[src/rtl/twh_pkg.sv]
// Package with constants, codes and types of the task worker hash table.
`default_nettype none
package twh_pkg;
    localparam int TABLE_DEPTH = 64;
    localparam int SLOTS       = 8;
    localparam int MAX_PROBES  = 3;
    localparam int LIST_MAX    = 8;
    localparam int Q_DEPTH     = 2;

    localparam int IDX_W  = $clog2(TABLE_DEPTH);
    localparam int SLOT_W = $clog2(SLOTS);
    localparam int ADDR_W = IDX_W + SLOT_W;
    localparam int PRB_W  = $clog2(MAX_PROBES + 1);
    localparam int N_W    = $clog2(LIST_MAX + 1);
    localparam int K_W    = $clog2(LIST_MAX);
    localparam int QP_W   = $clog2(Q_DEPTH);
    localparam int QC_W   = $clog2(Q_DEPTH + 1);

    localparam logic [31:0] MIX_C1 = 32'h85ebca6b;
    localparam logic [31:0] MIX_C2 = 32'hc2b2ae35;

    localparam logic [2:0] OP_START  = 3'd0;
    localparam logic [2:0] OP_END    = 3'd1;
    localparam logic [2:0] OP_ADD    = 3'd2;
    localparam logic [2:0] OP_REMOVE = 3'd3;
    localparam logic [2:0] OP_LIST   = 3'd4;

    localparam logic [1:0] ST_OK        = 2'd0;
    localparam logic [1:0] ST_FULL      = 2'd1;
    localparam logic [1:0] ST_NOT_FOUND = 2'd2;
    localparam logic [1:0] ST_ABSENT    = 2'd3;

    localparam logic [1:0] TAG_UNTOUCHED = 2'd0;
    localparam logic [1:0] TAG_EMPTY     = 2'd1;
    localparam logic [1:0] TAG_OCCUPIED  = 2'd2;

    typedef struct packed {
        logic [2:0]       opcode;
        logic [31:0]      task_key;
        logic [7:0]       worker_id;
        logic [3:0]       max_count;
        logic [IDX_W-1:0] home;
    } t_job;

    typedef struct packed {
        logic [QC_W-1:0] count;
        logic            full;
    } t_q_stat;
endpackage
`default_nettype wire

[src/rtl/twh_queue.sv]
// Short job queue between the front end and the table engine.
`default_nettype none
module twh_queue (
    input  wire logic           i_clk,
    input  wire logic           i_rst_n,
    input  wire twh_pkg::t_job  i_push_job,
    input  wire logic           i_push_valid,
    output logic                o_push_ready,
    output twh_pkg::t_job       o_pop_job,
    output logic                o_pop_valid,
    input  wire logic           i_pop_ready,
    output twh_pkg::t_q_stat    o_stat
);
    twh_pkg::t_job               r_mem [twh_pkg::Q_DEPTH];
    logic [twh_pkg::QP_W-1:0]    r_wp;
    logic [twh_pkg::QP_W-1:0]    r_rp;
    logic [twh_pkg::QC_W-1:0]    r_cnt;
    logic                        w_push;
    logic                        w_pop;

    assign o_push_ready = (r_cnt != twh_pkg::QC_W'(twh_pkg::Q_DEPTH));
    assign o_pop_valid  = (r_cnt != '0);
    assign o_pop_job    = r_mem[r_rp];
    assign w_push       = i_push_valid && o_push_ready;
    assign w_pop        = o_pop_valid && i_pop_ready;
    assign o_stat.count = r_cnt;
    assign o_stat.full  = !o_push_ready;

    always_ff @(posedge i_clk) begin
        if (w_push) begin
            r_mem[r_wp] <= i_push_job;
        end
    end

    always_ff @(posedge i_clk) begin
        if (!i_rst_n) begin
            r_wp  <= '0;
            r_rp  <= '0;
            r_cnt <= '0;
        end else begin
            if (w_push) begin
                r_wp <= (r_wp == twh_pkg::QP_W'(twh_pkg::Q_DEPTH - 1)) ? '0 : r_wp + 1'b1;
            end
            if (w_pop) begin
                r_rp <= (r_rp == twh_pkg::QP_W'(twh_pkg::Q_DEPTH - 1)) ? '0 : r_rp + 1'b1;
            end
            if (w_push && !w_pop) begin
                r_cnt <= r_cnt + 1'b1;
            end else if (w_pop && !w_push) begin
                r_cnt <= r_cnt - 1'b1;
            end
        end
    end
endmodule
`default_nettype wire

[config.mk]
export PLATFORM = sky130hd
export DESIGN_NAME = twh_queue
export DESIGN_NICKNAME = d
export VERILOG_FILES = /design/src/rtl/twh_pkg.sv /design/src/rtl/twh_queue.sv
export SDC_FILE = /design/constraint.sdc
export NUM_CORES = 1
export LEC_CHECK = 0
export BUFFER_PORTS_ARGS = -buffer_cell sky130_fd_sc_hd__buf_2
export CAP_MARGIN = 20
export CORE_ASPECT_RATIO = 2
export CORE_MARGIN = 5
export CORE_UTILIZATION = 45
export CTS_BUF_LIST = sky130_fd_sc_hd__clkbuf_2
export DETAILED_ROUTE_END_ITERATION = 16
export HOLD_SLACK_MARGIN = 0.1
export PLACE_DENSITY = 0.79
export SLEW_MARGIN = 0
export SYNTH_ARGS = -nofsm -noshare
export SYNTH_HDL_FRONTEND = slang
export SYNTH_SLANG_ARGS = --single-unit
[constraint.sdc]
create_clock -name i_clk -period 4 [get_ports i_clk]
set_input_delay 0.6 -clock i_clk [delete_from_list [all_inputs] [get_ports i_clk]]
set_output_delay 0.6 -clock i_clk [all_outputs]
set_load 0.05 [all_outputs]
==> impl_metrics.env <==
export IMPL_critPathArrivalTime_ps=2480
export IMPL_core_area_um2=8890
export IMPL_hpwlAfterDp_um=5510
export IMPL_tightest_slew_ps=943
export IMPL_syn_num_nets=248
export IMPL_wire_per_inst_um=18.3
export IMPL_synth_area_leaders="edfxtp_1, mux2_2, dfxtp_1, buf_4, and2_1"
export IMPL_dr_pass1_iters=4
export IMPL_place_port_buffers=114
export IMPL_drt_iter0_drc=65
export IMPL_fin_tns_setup_ps=0
export IMPL_start_kind="flop"
export IMPL_synth_edf_count=106
export IMPL_nets=371
export IMPL_cts_sinks=111
export IMPL_end_kind="primary output"
export IMPL_hp_class="input pin to flop"
export IMPL_via_per_inst=5.02
export IMPL_run_status="completed"
export IMPL_synthXorXnorAreaFrac_pct=0.647
export IMPL_grt_met1_usage_pct=12.8
export IMPL_internal_power_mw=1.99
export IMPL_cts_buffer_depth=2
export IMPL_grt_busiest_layer="met2"
export IMPL_clock_skew_ps=13.1
export IMPL_synthAdderAreaFrac_pct=0.308
export IMPL_relSlewSlack_pct=36.9
export IMPL_hold_viol_final=0
export IMPL_ff2ff_setup_slack_ps=1800
export IMPL_grt_start_max_net_pins=36
export IMPL_cts_hold_buf=0
export IMPL_vias=2112
export IMPL_r2r_start="r_cnt[0]"
export IMPL_ys_seq_elements=111
export IMPL_switchingPower_mw=1.41
export IMPL_netlist_top_cells_count="edfxtp_1, mux2_2, dfxtp_1"
export IMPL_syn_inst=190
export IMPL_clockPowerShare_pct=13.7
export IMPL_io_pins=115
export IMPL_cts_setup_buffers=0
export IMPL_final_area_um2=4860
export IMPL_syn_to_final_growth_pct=19.8
export IMPL_drive_gt1_share_pct=60.1
export IMPL_die_x_um=77.2
export IMPL_post_dp_cell_area_um2=4760
export IMPL_cts_buffers=9
export IMPL_ant_nets=0
export IMPL_synth_area_um2=4060
export IMPL_clkLatencyLatePin_ps=550
export IMPL_syn_area_per_cell_um2=21.4
export IMPL_grt_setup_unrepaired="false"
export IMPL_drc=0
export IMPL_yosys_area_top_type="edfxtp_1"
export IMPL_ctsResizeCount=0
export IMPL_start_util_pct=45.7
export IMPL_synthArstFlopShare_pct=0
export IMPL_synth_top_family_by_area="multiplexers"
export IMPL_p_comb_share_pct=40.7
export IMPL_yosysMostFrequentCell="edfxtp_1"
export IMPL_synth_mux_area_share_pct=14.7
export IMPL_max_freq_mhz=325
export IMPL_yosys_warnings=0
export IMPL_finalCritPeriodShare_pct=77.0
export IMPL_wl_um=7720
export IMPL_grt_total_usage_pct=14.1
export IMPL_switching_share_pct=41.5
export IMPL_synth_flop_cell="edfxtp_1"
export IMPL_reg2regPathDepth=4
export IMPL_irDropWorstVdd_uv=382
export IMPL_p_leak_nw=1.83
export IMPL_r2r_end="r_mem[0][17]"
export IMPL_worstPathRequired_ps=3400
export IMPL_worstSetupEndpoint="o_pop_job[22]"
export IMPL_layout_min_cycle_time_ps=3080
export IMPL_powerDensity_nw_per_um2=699
export IMPL_fin_util_pct=54.7
export IMPL_met2_usage_pct=26.7
export IMPL_path_clk_slew_ps=260
export IMPL_die_area_um2=11100
export IMPL_yosysUniqueCellTypes=22
export IMPL_synth_top_area_share_pct=78.4
export IMPL_rows=49
export IMPL_grt_use_met3_pct=4.74
export IMPL_setup_viol=0
export IMPL_place_congestion=0.735
export IMPL_p_seq_share_pct=45.6
export IMPL_crit_type="flop to primary output"
export IMPL_htreeDepth=3
export IMPL_whs_ps=212
export IMPL_root_buffer="clkbuf_2"
export IMPL_drv_slew=0
export IMPL_antenna_found_initial=1
export IMPL_cts_tree="yes"
export IMPL_grt_pass1_vias=2357
export IMPL_overflow=0
export IMPL_cp_max_fo=34
export IMPL_yosysSeqAreaShare_pct=80.9
export IMPL_die_h_um=144
export IMPL_grt_pass1_wl_um=11800
export IMPL_maxCapViolCount=0
export IMPL_synth_simple_area_share_pct=1.48
export IMPL_synth_compound_area_share_pct=0.801
cells in the final DEF, fill, tap and decap left out:
cell type,synthesis,routed
nand2b_2,1,1
ha_1,1,1
clkbuf_2,0,11
o21ai_0,1,1
o21ai_1,1,1
o21a_1,1,1
buf_2,2,114
nor3_4,0,1
or3_1,1,1
and3_2,0,1
inv_2,1,1
xnor2_1,2,2
mux2_2,53,53
and2_1,3,3
a21boi_1,1,1
xor2_1,1,1
nor2_1,1,1
edfxtp_1,106,106
diode_2,0,1
inv_1,1,1
dfxtp_1,5,4
clkinv_2,0,1
a21boi_0,1,1
or2_2,1,1
clkinvlp_4,0,1
buf_4,4,4
dfxtp_2,0,1
bufinv_16,0,1
clkinv_1,0,2
cells by family after synthesis:
kind of cell / count (synthesis)
xor gates and xnor gates: 3
muxes: 53
and+or+nand+nor: 9
buffers and inverters: 8
AOI/OAI and AO/OA: 5
DFF: 111
adders and majority gates: 1
metrics by stage:
stage                     std cells  total power [mW]  worst slack, ps
final                           421              3.40              919
after global routing            421              3.55              711
after CTS                       420              3.45              801
after detailed placement        404              2.98             1480
after global placement          404              2.96             1520
after floorplan                 190              2.67             88.6
final cells by class:
type	instances	area [µm²]
Fill cell	705	4030
Clock buffer	11	55.1
Tap cell	102	128
Antenna cell	1	2.50
Clock inverter	5	50.0
Timing Repair Buffer	118	601
Inverter	2	7.51
Multi-Input combinational cell	71	736
Sequential cell	111	3280
state kept, by name, indices dropped and copies added (netlist names), named ones only:
signal	count
r_mem	106
r_cnt	2
r_rp	1
r_wp	1
power by group through the flow:
stage,registers [mW],clock network (mW),logic (mW)
2_1_floorplan,1.56,0,1.11
3_3_place_gp,1.57,0,1.38
3_5_place_dp,1.58,0,1.40
4_1_cts,1.56,0.489,1.40
5_1_grt,1.57,0.527,1.45
6_report,1.55,0.467,1.38
worst max-delay path, stage by stage (launching register included):
cell	delay [ps]
dfxtp_2	890
buf_4	410
mux2_2	400
buf_2	220
per-layer routing:
metal / wire length, µm / vias to the layer above
met5: 0 / -
met4: 171 / 0
met3: 482 / 12
met2: 4570 / 70
met1: 2490 / 1037
li1: - / 993
worst min path at each step:
stage                         startpoint      endpoint  slack (ps)  cells past startpoint
final                     i_push_job[28]  r_mem[0][28]         210                      1
after global routing      i_push_job[28]  r_mem[1][28]         120                      1
after CTS                 i_push_job[28]  r_mem[0][28]         140                      1
after detailed placement        r_cnt[1]      r_cnt[1]         540                      2
after global placement          r_cnt[1]      r_cnt[1]         520                      2
after floorplan                     r_rp          flop         550                      2
Note: power is estimated with default switching activity, not from simulation.
