==> config.mk <==
export PLATFORM = sky130hd
export DESIGN_NAME = twh_front_flat
export DESIGN_NICKNAME = d
export VERILOG_FILES = /design/src/rtl/twh_pkg.sv /design/src/rtl/twh_req_if.sv /design/src/rtl/twh_front.sv /design/src/flat_wrapper.sv
export SDC_FILE = /design/constraint.sdc
export NUM_CORES = 1
export LEC_CHECK = 0
export BUFFER_PORTS_ARGS = -buffer_cell sky130_fd_sc_hd__buf_4
export CAP_MARGIN = 20
export CORE_MARGIN = 1
export CORE_UTILIZATION = 35
export CTS_BUF_LIST = sky130_fd_sc_hd__clkbuf_4 sky130_fd_sc_hd__clkbuf_8
export DETAILED_ROUTE_END_ITERATION = 8
export SYNTH_ARGS = -nofsm -noshare
export SYNTH_HDL_FRONTEND = slang
export SYNTH_SLANG_ARGS = --single-unit
==> constraint.sdc <==
create_clock -name i_clk -period 19.6 [get_ports i_clk]
set_clock_uncertainty 0.2 [all_clocks]
set_input_delay 0.98 -clock i_clk [delete_from_list [all_inputs] [get_ports i_clk]]
set_output_delay 0.98 -clock i_clk [all_outputs]
set_load 0.01 [all_outputs]
==> src/rtl/twh_pkg.sv <==
// Package with constants, codes and types of the task worker hash table.
`default_nettype none
package twh_pkg;
    localparam int TABLE_DEPTH = 64;
    localparam int SLOTS       = 8;
    localparam int MAX_PROBES  = 3;
    localparam int LIST_MAX    = 8;
    localparam int Q_DEPTH     = 2;

    localparam int IDX_W  = $clog2(TABLE_DEPTH);
    localparam int SLOT_W = $clog2(SLOTS);
    localparam int ADDR_W = IDX_W + SLOT_W;
    localparam int PRB_W  = $clog2(MAX_PROBES + 1);
    localparam int N_W    = $clog2(LIST_MAX + 1);
    localparam int K_W    = $clog2(LIST_MAX);
    localparam int QP_W   = $clog2(Q_DEPTH);
    localparam int QC_W   = $clog2(Q_DEPTH + 1);

    localparam logic [31:0] MIX_C1 = 32'h85ebca6b;
    localparam logic [31:0] MIX_C2 = 32'hc2b2ae35;

    localparam logic [2:0] OP_START  = 3'd0;
    localparam logic [2:0] OP_END    = 3'd1;
    localparam logic [2:0] OP_ADD    = 3'd2;
    localparam logic [2:0] OP_REMOVE = 3'd3;
    localparam logic [2:0] OP_LIST   = 3'd4;

    localparam logic [1:0] ST_OK        = 2'd0;
    localparam logic [1:0] ST_FULL      = 2'd1;
    localparam logic [1:0] ST_NOT_FOUND = 2'd2;
    localparam logic [1:0] ST_ABSENT    = 2'd3;

    localparam logic [1:0] TAG_UNTOUCHED = 2'd0;
    localparam logic [1:0] TAG_EMPTY     = 2'd1;
    localparam logic [1:0] TAG_OCCUPIED  = 2'd2;

    typedef struct packed {
        logic [2:0]       opcode;
        logic [31:0]      task_key;
        logic [7:0]       worker_id;
        logic [3:0]       max_count;
        logic [IDX_W-1:0] home;
    } t_job;

    typedef struct packed {
        logic [QC_W-1:0] count;
        logic            full;
    } t_q_stat;
endpackage
`default_nettype wire

==> src/rtl/twh_req_if.sv <==
// Request channel interface carrying one table operation.
`default_nettype none
interface twh_req_if;
    logic        valid;
    logic        ready;
    logic [2:0]  opcode;
    logic [31:0] task_key;
    logic [7:0]  worker_id;
    logic [3:0]  max_count;
    modport source (output valid, opcode, task_key, worker_id, max_count, input ready);
    modport sink (input valid, opcode, task_key, worker_id, max_count, output ready);
endinterface
`default_nettype wire

==> src/rtl/twh_front.sv <==
// Front end: accepts requests and computes the home index with the mixing hash.
`default_nettype none
module twh_front (
    input  wire logic  i_clk,
    input  wire logic  i_rst_n,
    twh_req_if.sink    i_req,
    output twh_pkg::t_job o_job,
    output logic       o_job_valid,
    input  wire logic  i_job_ready
);
    typedef enum logic [1:0] {F_IDLE, F_MUL1, F_MUL2, F_PUSH} t_fstate;

    t_fstate       r_state;
    twh_pkg::t_job r_job;
    logic [31:0]   r_v;
    logic [31:0]   w_x13;

    assign w_x13 = r_v ^ (r_v >> 13);
    assign i_req.ready = (r_state == F_IDLE);
    assign o_job_valid = (r_state == F_PUSH);

    always_comb begin
        o_job      = r_job;
        o_job.home = r_v[twh_pkg::IDX_W-1:0] ^ r_v[16 +: twh_pkg::IDX_W];
    end

    always_ff @(posedge i_clk) begin
        if (!i_rst_n) begin
            r_state <= F_IDLE;
        end else begin
            unique case (r_state)
                F_IDLE: begin
                    if (i_req.valid) begin
                        r_job.opcode    <= i_req.opcode;
                        r_job.task_key  <= i_req.task_key;
                        r_job.worker_id <= i_req.worker_id;
                        r_job.max_count <= i_req.max_count;
                        r_job.home      <= '0;
                        r_v             <= i_req.task_key ^ (i_req.task_key >> 16);
                        r_state         <= F_MUL1;
                    end
                end
                F_MUL1: begin
                    r_v     <= 32'(r_v * twh_pkg::MIX_C1);
                    r_state <= F_MUL2;
                end
                F_MUL2: begin
                    r_v     <= 32'(w_x13 * twh_pkg::MIX_C2);
                    r_state <= F_PUSH;
                end
                F_PUSH: begin
                    if (i_job_ready) begin
                        r_state <= F_IDLE;
                    end
                end
                default: r_state <= F_IDLE;
            endcase
        end
    end
endmodule
`default_nettype wire

==> src/flat_wrapper.sv <==
// flat-port wrapper written by rule: the top's interface ports become plain ports
module twh_front_flat 
  (i_clk, i_rst_n, o_job, o_job_valid, i_job_ready, i_req_valid, i_req_opcode, i_req_task_key, i_req_worker_id, i_req_max_count, i_req_ready);
  twh_req_if i_req_i ();
  input  wire logic i_clk;
  input  wire logic i_rst_n;
  output twh_pkg::t_job o_job;
  output logic o_job_valid;
  input  wire logic i_job_ready;
  input wire logic [$bits(i_req_i.valid)-1:0] i_req_valid;
  input wire logic [$bits(i_req_i.opcode)-1:0] i_req_opcode;
  input wire logic [$bits(i_req_i.task_key)-1:0] i_req_task_key;
  input wire logic [$bits(i_req_i.worker_id)-1:0] i_req_worker_id;
  input wire logic [$bits(i_req_i.max_count)-1:0] i_req_max_count;
  output wire logic [$bits(i_req_i.ready)-1:0] i_req_ready;
  assign i_req_i.valid = i_req_valid;
  assign i_req_i.opcode = i_req_opcode;
  assign i_req_i.task_key = i_req_task_key;
  assign i_req_i.worker_id = i_req_worker_id;
  assign i_req_i.max_count = i_req_max_count;
  assign i_req_ready = i_req_i.ready;
  twh_front u_core (.i_clk(i_clk), .i_rst_n(i_rst_n), .i_req(i_req_i), .o_job(o_job), .o_job_valid(o_job_valid), .i_job_ready(i_job_ready));
endmodule
==> impl_metrics.toml, run 1 <==
[worst_setup_path]
worst_setup_path_start_kind = "flop"
cp_max_fo = 10
cp.arrival_ps = 7950
end_kind = "flop"
worstPathRequired_ps = 19510
worstSetupPathType = "flop to flop"
r2r_cells = 24

[drt]
drcViolationCount = 0
finalWirelength_mm = 61.0
drtIter0Drc = 973
postRouteAntennaNets = 0
drtPass1Iterations = 5
wl_per_cell_um = 21.3
vias = 13800
via_per_inst = 4.82

[synthesis]
synth-xor-area-share_pct = 7.09
yosysSeqAreaShare_pct = 11.8
synth_flop_cell = "edfxtp_1"
synth_compound_area_share_pct = 6.11
syn_area_mm2 = 0.0205
synthArstFlopShare_pct = 0
synth_top_family_by_area = "adder cells"
syn_area_per_cell_um2 = 10.4
synthAdderAreaFrac_pct = 59.8
ys_seq_elements = 81
synth_cell_types = 60
synthCells = 1976
synthSimpleGateAreaFrac_pct = 3.06
muxShareOfSynthArea_pct = 0.0976
yosys_warnings = 0
syn-num-nets = 2773
synth-edff-count = 79

[clock_tree]
cts.sinks = 81
cts.hold.buffers_added = 0
cts_resized = 0
htree_levels = 3
clk_pin_slew_ps = 100
numCtsBuffers = 9
worst_skew_pair.late_latency_ps = 380
cts_max_path_buffers = 2
cts_root_buf = "clkbuf_8"
post_cts_buffers = 0
cts_tree = "yes"

[layout]
area_growth_pct = 9.79
instances_no_fill = 2859
final_common_cell = "inv_1"
diodes = 0
final_cell_mix = "inv_1, fa_1, ha_1"
fin_nets = 2886
drive_gt1_share_pct = 6.92

[sta]
setup_ws_ps = 11560
finalHoldViolCount = 0
maxSlewViolCount = 0
max_freq_mhz = 124
setup_viol = 0
fin_tns_setup_ps = 0
period_minus_slack_ps = 8040
relSlewSlack_pct = 30.6
whs_ps = 375
post-route-period-util_pct = 41.0
grt_setup_unrepaired = "false"
worst_pin_slew_ps = 1040

[die]
io_pins = 106
std_cell_rows = 88
start_util_pct = 35.5
fp.dieH_um = 244
core_region_area_mm2 = 0.0578
dieArea_mm2 = 0.0596
die_w_um = 244

[place]
dp_hpwl_mm = 55.1
gp_congestion = 0.981
port_buffers = 105
dp.cells = 2843
pre_cts_ws_ps = 11640

[global_routing]
grt_pass1_vias = 15200
gr-total-overflow = 0
antenna_found_initial = 0
grt_pass1_wl_mm = 94.3
track_usage_pct = 21.4
grt_max_degree = 66

[job]
maxCapViolations = 0

[run_status]
status = "finished clean"

[min_path]
holdCritPathClass = "flop to flop"
whs_path_depth = 2
-- Yosys cell counts, types with 2 or more instances --
master    instances  area share (%)
nand2_1          21            0.38
or3_1             4            0.12
o21ai_0          18            0.44
o31ai_1           5            0.18
and3_1            4            0.12
xor2_1           61             2.6
nand2b_1          4            0.12
dfxtp_1           2            0.20
nor3_1            8            0.20
nor2_1           61             1.1
nand3_1           6            0.15
fa_1            391              38
nor4_1            2           0.061
a22oi_1          25            0.91
edfxtp_1         79              12
a21oi_1          69             1.7
a211oi_1          6            0.22
nor3b_1           2           0.073
and2_1            4            0.12
and4_1            2           0.085
mux2i_1           2           0.098
a21boi_0          2           0.073
clkbuf_1         13            0.24
nand4_1           3           0.091
xnor2_1         105             4.5
o221ai_1          5            0.21
o21bai_1          5            0.18
a31oi_1           7            0.21
nor2b_1          10            0.30
inv_1           643              12
ha_1            355              22
a21o_1           18            0.66
a32oi_1           2           0.085
o21a_1            6            0.22
-- metal layers --
layer | share of wire [%] | track usage (%)
met1 | 46 | 31.0
met2 | 44 | 33.3
met3 | 7.3 | 3.53
met4 | 2.1 | 4.83
met5 | 0 | 0
-- worst max-delay path, cell delays in order (launching register included) --
cell	delay (ps)
edfxtp_1	670
xnor2_1	590
inv_1	280
ha_1	370
inv_1	90
fa_1	430
fa_1	560
fa_1	500
inv_1	60
fa_1	510
inv_1	60
fa_1	530
inv_1	50
fa_1	480
inv_1	50
fa_1	470
inv_1	40
ha_1	220
nor4_1	260
a31oi_1	250
a221oi_1	450
a21oi_1	160
a31oi_1	220
xnor2_1	150
o221ai_1	130
-- layout make-up --
type,count,area (µm²)
fillers,5663,35300
multi-input cells,1237,15600
inverters,643,2410
flip-flops and latches,81,2410
well taps,765,957
repair buffers,117,878
clock buffers,9,124
clock inverters,7,108
-- flip-flops by register name, indices dropped and copies added (netlist names) --
| name | flops |
|---|---|
| u_core.r_state | 2 |
| u_core.r_v | 32 |
| u_core.o_job | 47 |
-- kinds of logic (layout without fill, tap and decap cells) --
family                   Yosys count  in the layout
adder cells (fa/ha/maj)          746            746
buffers and inverters            658            776
AO/OA/AOI/OAI                    189            189
XOR/XNOR                         166            166
AND/OR/NAND/NOR                  134            134
flip-flops                        81             81
multiplexers                       2              2
-- worst paths after layout --
kind                       endpoint         startpoint  slack [ps]
setup / recovery     u_core.r_v[31]     u_core.r_v[19]       11560
hold / removal    u_core.r_state[0]  u_core.r_state[0]         380
setup reg to reg     u_core.r_v[31]     u_core.r_v[19]       11560
hold reg to reg   u_core.r_state[0]  u_core.r_state[0]         380
-- metrics by stage --
| stage | utilization [%] | area (µm²) |
|---|---|---|
| 4_1_cts | 39.0 | 22500 |
| 2_1_floorplan | - | 20500 |
| 6_report | 39.0 | 22500 |
| 5_1_grt | 39.0 | 22500 |
| 3_3_place_gp | 38.6 | 22300 |
| 3_5_place_dp | 38.6 | 22300 |
Power of run 1 is left out: the tool's default activity adds up to more than one toggle a clock period on the data nets, which glitch-free logic cannot reach.
==> run 2: changes to the inputs <==
Clock period 19.6 ns to 7.6 ns, I/O delays scaled along.
==> run 2 against run 1 <==
First-iteration DRC count up 5.1%; wire length up 2.3%; setup slack lost 11000 ps; fmax grew 9.0%; cell area increased by 4.4%; die area stayed put; final cell count rose by 3.7%; highest routed layer unchanged.
==> impl_metrics.toml, run 2 (synthesis gave the netlist of run 1 again) <==
[run_status]
status = "finished clean"

[layout]
drive_gt1_share_pct = 11.3
design_area_mm2 = 0.0235
nFillCells = 5596
area_growth_pct = 14.6
largest_reg_flops = 47
final_cell_mix = "inv_1, fa_1, ha_1"
fin_nets = 2993
final_common_cell = "inv_1"
register_area_mm2 = 0.00241
multi_input_area_mm2 = 0.0158
diodes = 0

[worst_setup_path]
r2r_setup_slack_ps = 220
worstSetupStartpoint = "u_core.r_v[12]"
cp.arrival_ps = 7290
end_kind = "flop"
worstSetupPathType = "flop to flop"
reg2reg_to = "u_core.r_v[30]"
worst_setup_path_start_kind = "flop"
reg2reg_from = "u_core.r_v[12]"
cp_max_fo = 5
r2r_cells = 23
worstPathRequired_ps = 7510

[min_path]
holdCritPathClass = "input pin to flop"
holdPathEnd = "u_core.o_job[33]"
whs_path_depth = 1
min_from = "i_req_task_key[15]"

[clock_tree]
worst_skew_pair.late_latency_ps = 370
cts_tree = "yes"
cts_max_path_buffers = 2
numCtsBuffers = 9
clk_pin_slew_ps = 90
cts_root_buf = "clkbuf_8"
cts.sinks = 81
htree_levels = 3

[die]
start_util_pct = 35.5
die_w_um = 244
dieArea_mm2 = 0.0596
std_cell_rows = 88
fp.dieH_um = 244
core_region_area_mm2 = 0.0578
io_pins = 106

[drt]
drcViolationCount = 0
drtPass1Iterations = 5
finalWirelength_mm = 62.4
via_per_inst = 4.79
wl_per_cell_um = 21.0
postRouteAntennaNets = 0
vias = 14200
drtIter0Drc = 1023

[global_routing]
grt_pass1_wl_mm = 95.9
antenna_found_initial = 0
track_usage_pct = 21.8
grt_max_degree = 62
grt_pass1_vias = 15700
gr-total-overflow = 0

[sta]
post-route-period-util_pct = 97.1
finalHoldViolCount = 0
max_freq_mhz = 136
relSlewSlack_pct = 30.3
period_minus_slack_ps = 7380
fin_tns_setup_ps = 0
worst_pin_slew_ps = 1050
maxSlewViolCount = 0
setup_viol = 0

[place]
dp_hpwl_mm = 56.2
gp_congestion = 0.978
port_buffers = 105
placed_area_mm2 = 0.0228

[job]
maxCapViolations = 0
## run 2: layer usage
metal / GRT usage (%) / wire (µm) / vias up
met5: 0 / 0 / -
met1: 31.0 / 28600 / 7169
li1: - / - / 6509
met2: 34.5 / 28100 / 468
met4: 5.88 / 1740 / 0
met3: 3.31 / 3880 / 65
## run 2: how the worst max path moves through the flow
stage                     endpoint  depth (start not counted)
floorplan           u_core.r_v[31]                         24
global placement    u_core.r_v[31]                         24
detailed placement  u_core.r_v[31]                         24
CTS                 u_core.r_v[30]                         25
global route        u_core.r_v[30]                         23
finish              u_core.r_v[30]                         23
## run 2: through the flow
stage	instances	util, %	hold WS (ps)	setup WS [ps]
after floorplan	1976	-	279	518
after global placement	2907	39.4	316	-56.6
after detailed placement	2907	39.4	346	-68.1
after CTS	2951	40.2	0.128	0.564
after global routing	2966	40.7	6.95	-32.6
final	2966	40.7	10.5	223
## run 2: timing repair
item / in CTS / in global routing
setup buffers: 1 / 15
resized for setup: 3 / 28
hold endpoints to repair: 27 / 0
hold buffers: 27 / 0
setup endpoints to repair: 6 / 9
pin swaps: 0 / 6
## run 2: cell type report
type	count	share of cell area, %
multi-input combinational	1237	67.1
inverter	643	10.3
sequential	81	10.3
timing repair buffer	224	7.47
tap	765	4.07
clock buffer	10	0.559
clock inverter	6	0.277
## run 2: worst max-delay path, stage by stage, from the launching register on
cell and delay [ps]:
edfxtp_1 510, buf_4 200, xor2_2 210, ha_1 340
inv_1 60, fa_1 470, fa_1 570, inv_1 60
fa_1 470, fa_1 500, fa_1 520, fa_1 500
inv_1 50, fa_1 490, inv_1 50, ha_1 350
a21o_1 220, a211oi_1 290, o21ai_0 160, a21oi_2 220
o31ai_2 130, a31oi_1 220, xor2_1 210, o221ai_2 100
Power of run 2 is left out for the same reason.
